[config.mk]
export PLATFORM = sky130hd
export DESIGN_NAME = slrg_mul
export DESIGN_NICKNAME = d
export VERILOG_FILES = /design/src/sv/slrg_pkg.sv /design/src/sv/slrg_mul.sv
export SDC_FILE = /design/constraint.sdc
export NUM_CORES = 2
export LEC_CHECK = 0
export ABC_CLOCK_PERIOD_IN_PS = 17700
export BUFFER_PORTS_ARGS = -buffer_cell sky130_fd_sc_hd__buf_2
export CORE_AREA = 2 2 284 286
export DETAILED_ROUTE_END_ITERATION = 7
export DIE_AREA = 0 0 286 288
export GPL_TIMING_DRIVEN = 0
export HOLD_SLACK_MARGIN = 0.03
export PLACE_DENSITY = 0.62
export SLEW_MARGIN = 0
export SYNTH_ARGS = -nofsm -noshare
export SYNTH_HDL_FRONTEND = slang
export SYNTH_SLANG_ARGS = --single-unit
[constraint.sdc]
create_clock -name clk -period 17.7 [get_ports clk]
set_clock_uncertainty 0.15 [all_clocks]
set_input_delay 5.31 -clock clk [delete_from_list [all_inputs] [get_ports clk]]
set_output_delay 5.31 -clock clk [all_outputs]
set_load 0.02 [all_outputs]
[src/sv/slrg_pkg.sv]
`timescale 1ns / 1ps
`default_nettype none

package slrg_pkg;

	// request codes
	localparam logic REQ_SEED = 1'b0;
	localparam logic REQ_DRAW = 1'b1;

	localparam logic [31:0] MODULUS      = 32'h7FFF_FFFF;
	localparam logic signed [24:0] MULTIPLIER = 25'sd16807;
	localparam int unsigned FRAC_BITS    = 24;
	localparam int unsigned WARMUP_EXTRA = 7;

	// shared multiplier operands: 34 x 25 signed
	localparam int unsigned MUL_A_W = 34;
	localparam int unsigned MUL_B_W = 25;
	localparam int unsigned PROD_W  = MUL_A_W + MUL_B_W;

	typedef struct packed {
		logic                      en;
		logic signed [MUL_A_W-1:0] a;
		logic signed [MUL_B_W-1:0] b;
	} mul_req_t;

	// x * 16807 mod (2^31 - 1), from the product of x <= 2^31
	function automatic logic [30:0] mod_fold(input logic [45:0] p);
		logic [31:0] s;
		begin
			s = {1'b0, p[30:0]} + {17'd0, p[45:31]};
			if (s >= MODULUS)
				s = s - MODULUS;
			return s[30:0];
		end
	endfunction

	// floor(r * 2^24 / (2^31 - 1)) for r below the modulus
	function automatic logic [23:0] frac_of(input logic [30:0] r);
		logic [23:0] q0;
		logic [31:0] r0;
		begin
			q0 = r[30:7];
			r0 = {1'b0, r[6:0], 24'd0} + {8'd0, q0};
			if (r0 >= MODULUS)
				q0 = q0 + 24'd1;
			return q0;
		end
	endfunction

endpackage

`default_nettype wire

[src/sv/slrg_mul.sv]
`timescale 1ns / 1ps
`default_nettype none

// shared signed multiplier with registered product
module slrg_mul (
	input  wire                                    clk,
	input  wire slrg_pkg::mul_req_t                mreq,
	output logic signed [slrg_pkg::PROD_W-1:0]     prod_q
);
	import slrg_pkg::*;

	always_ff @(posedge clk) begin
		if (mreq.en)
			prod_q <= $signed(mreq.a) * $signed(mreq.b);
	end
endmodule

`default_nettype wire

==> impl_metrics.json <==
{
  "holdPathEnd": "prod_q[51]$_DFFE_PP_",
  "drive_gt1_frac": 0.04871,
  "gr-total-overflow": 0,
  "dieArea_sq_mm": 0.08237,
  "rsz0062_at_grt": "false",
  "layout_commonest_cell": "fa_1",
  "io_pins": 120,
  "use_met2": 0.4456,
  "synth_area_sq_mm": 0.03152,
  "reg_top3": "prod_q: 59 flops",
  "gp_congestion": 0.9754,
  "post_drt_wl_per_cell_microns": 23.98,
  "ys_types": 65,
  "coreArea_sq_mm": 0.07964,
  "grt_pass1_wl_mm": 158.4,
  "ys_warn_count": 0,
  "ant_nets": 0,
  "grt_max_degree": 39,
  "cts_hold_buf": 0,
  "syn_avg_cell_area_sq_um": 9.634,
  "cts_tree": "built",
  "fillers": 7977,
  "arrival_ns": 13.86,
  "cp-end-kind": "flop",
  "die_y_microns": 288,
  "hold_depth": 1,
  "cts-root-buf": "clkbuf_16",
  "cts_inserted_buffers": 9,
  "finalWirelength_mm": 107.2,
  "postCtsSetupBuffers": 0,
  "top_register": "prod_q",
  "min_period_ns": 13.91,
  "cts.sinks": 59,
  "fin_crit_sh": 0.7861,
  "antenna_found_initial": 11,
  "io_buffers": 119,
  "die_w_microns": 286,
  "vias": 23350,
  "setup_tns_ns": 0,
  "slew_violations": 0,
  "synth_edf_count": 59,
  "setup_viol": 0,
  "hpwl_mm": 90.01,
  "cts_resized": 0,
  "min-delay-start": "mreq[59]",
  "postSynthCellCount": 3272,
  "async_reset_ff_frac": 0,
  "worst_setup_path_start_kind": "input pin",
  "start_util": 0.3958,
  "max-slew-margin-rel": 0.2278,
  "finalHoldViolations": 0,
  "grt_usage": 0.2672,
  "max_clock_freq_mhz": 71.87,
  "drtPass1Iterations": 5,
  "ys.flop_type": "edfxtp_1",
  "status": "finished clean",
  "final_cell_mix": "865 x fa_1, 810 x inv_1, 431 x nand2_1",
  "min_path_type": "input pin to flop",
  "synthesis.nets": 4357,
  "top_usage_layer": "met2",
  "largest_register_ffs": 59,
  "area_delta_synth_final_pct": 7.193,
  "avgViaCountPerCell": 5.222,
  "synth-seq-cells": 59,
  "crit_type": "input pin to flop",
  "drt_iter0_markers": 1848,
  "finalNetCount": 4488,
  "cts_max_level": 3,
  "drc": 0,
  "grt_pass1_vias": 25330,
  "ys_seq_area_frac": 0.05621,
  "use_met3": 0.06244,
  "tightest_slew_ns": 1.158,
  "critPathRequiredTime_ns": 17.65,
  "cts_buffer_depth": 2,
  "path_max_fanout": 10,
  "num_rows": 104,
  "maxCapViolations": 0,
  "clk_pin_slew_worst_paths_ns": 0.06,
  "grtUsageMet1": 0.3195
}
==> synth_stat cells, types with 15 or more instances <==
cell | number | area (sq um)
xor2_1 | 15 | 131.4
and2_1 | 425 | 2659
nand2_1 | 431 | 1618
edfxtp_1 | 59 | 1772
ha_1 | 159 | 1989
nor2_1 | 24 | 90.09
clkbuf_1 | 157 | 589.3
a21o_1 | 22 | 165.2
fa_1 | 865 | 17320
xnor2_1 | 52 | 455.4
a21oi_1 | 56 | 280.3
inv_1 | 810 | 3040
nor2b_1 | 31 | 193.9
==> per-layer routing <==
layer	vias to the layer above	routed length, microns
met5	-	102
met4	14	7083
met3	331	9678
met2	1196	51350
met1	12120	38990
li1	9690	-
==> critical path: stages <==
cell,delay (ns)
buf_2,0.26
clkbuf_1,0.89
nand2_1,0.33
fa_1,0.52
fa_1,0.61
inv_1,0.11
fa_1,0.77
fa_1,0.52
fa_1,0.58
fa_1,0.44
fa_1,0.45
ha_1,0.28
clkbuf_1,0.30
and3_1,0.33
nand2_1,0.18
nor4_1,0.71
o211ai_1,0.44
a31oi_1,0.43
o211ai_1,0.17
a22o_1,0.23
==> per-stage QoR <==
| step | setup slack (ns) | utilization | std cells | hold slack [ns] | instance area (sq um) |
|---|---|---|---|---|---|
| 6_report | 3.785 | 0.4243 | 4471 | 5.343 | 33790 |
| 5_1_grt | 3.523 | 0.4242 | 4469 | 5.336 | 33780 |
| 4_1_cts | 4.097 | 0.4242 | 4468 | 5.342 | 33780 |
| 3_5_place_dp | 3.768 | 0.4202 | 4452 | 5.606 | 33460 |
| 3_3_place_gp | 3.753 | 0.4200 | 4451 | 5.605 | 33440 |
| 2_1_floorplan | 5.955 | - | 3272 | 5.273 | 31520 |
==> logic make-up (layout without fill, tap and decap cells) <==
logic type	Yosys count	count (layout)	synth area share
fa+ha+maj	1024	1024	0.6125
simple gates	975	975	0.1582
buf+inv	973	1109	0.1161
compound gates	173	173	0.03811
xor+xnor	67	67	0.01862
flops	59	59	0.05621
mux	1	1	0.0003572
other cells	0	3	0
==> how the worst max path moves through the flow <==
stage / startpoint / end / slack (ns) / depth (start not counted)
after detailed placement: mreq[10] / prod_q[58]$_DFFE_PP_ / 3.77 / 20
after floorplan: mreq[58] / prod_q[56]$_DFFE_PP_ / 5.95 / 23
after global placement: mreq[10] / prod_q[58]$_DFFE_PP_ / 3.75 / 20
final: mreq[10] / prod_q[58]$_DFFE_PP_ / 3.79 / 20
after global routing: mreq[10] / prod_q[58]$_DFFE_PP_ / 3.52 / 20
after CTS: mreq[10] / prod_q[58]$_DFFE_PP_ / 4.10 / 20
==> layout make-up <==
cell class / instances / area [sq um] / share of cell area
clock inverter: 7 / 92.59 / 0.002740
clock buffer: 9 / 225.2 / 0.006665
buffer: 162 / 614.3 / 0.01818
timing repair buffer: 120 / 615.6 / 0.01822
antenna: 3 / 7.507 / 0.0002222
multi-input combinational: 2240 / 26090 / 0.7722
inverter: 811 / 3044 / 0.09009
tap: 1060 / 1326 / 0.03925
sequential: 59 / 1772 / 0.05243
Power is not shown: default switching activity piles up to over one toggle a cycle in this logic, so the estimate is an artifact.
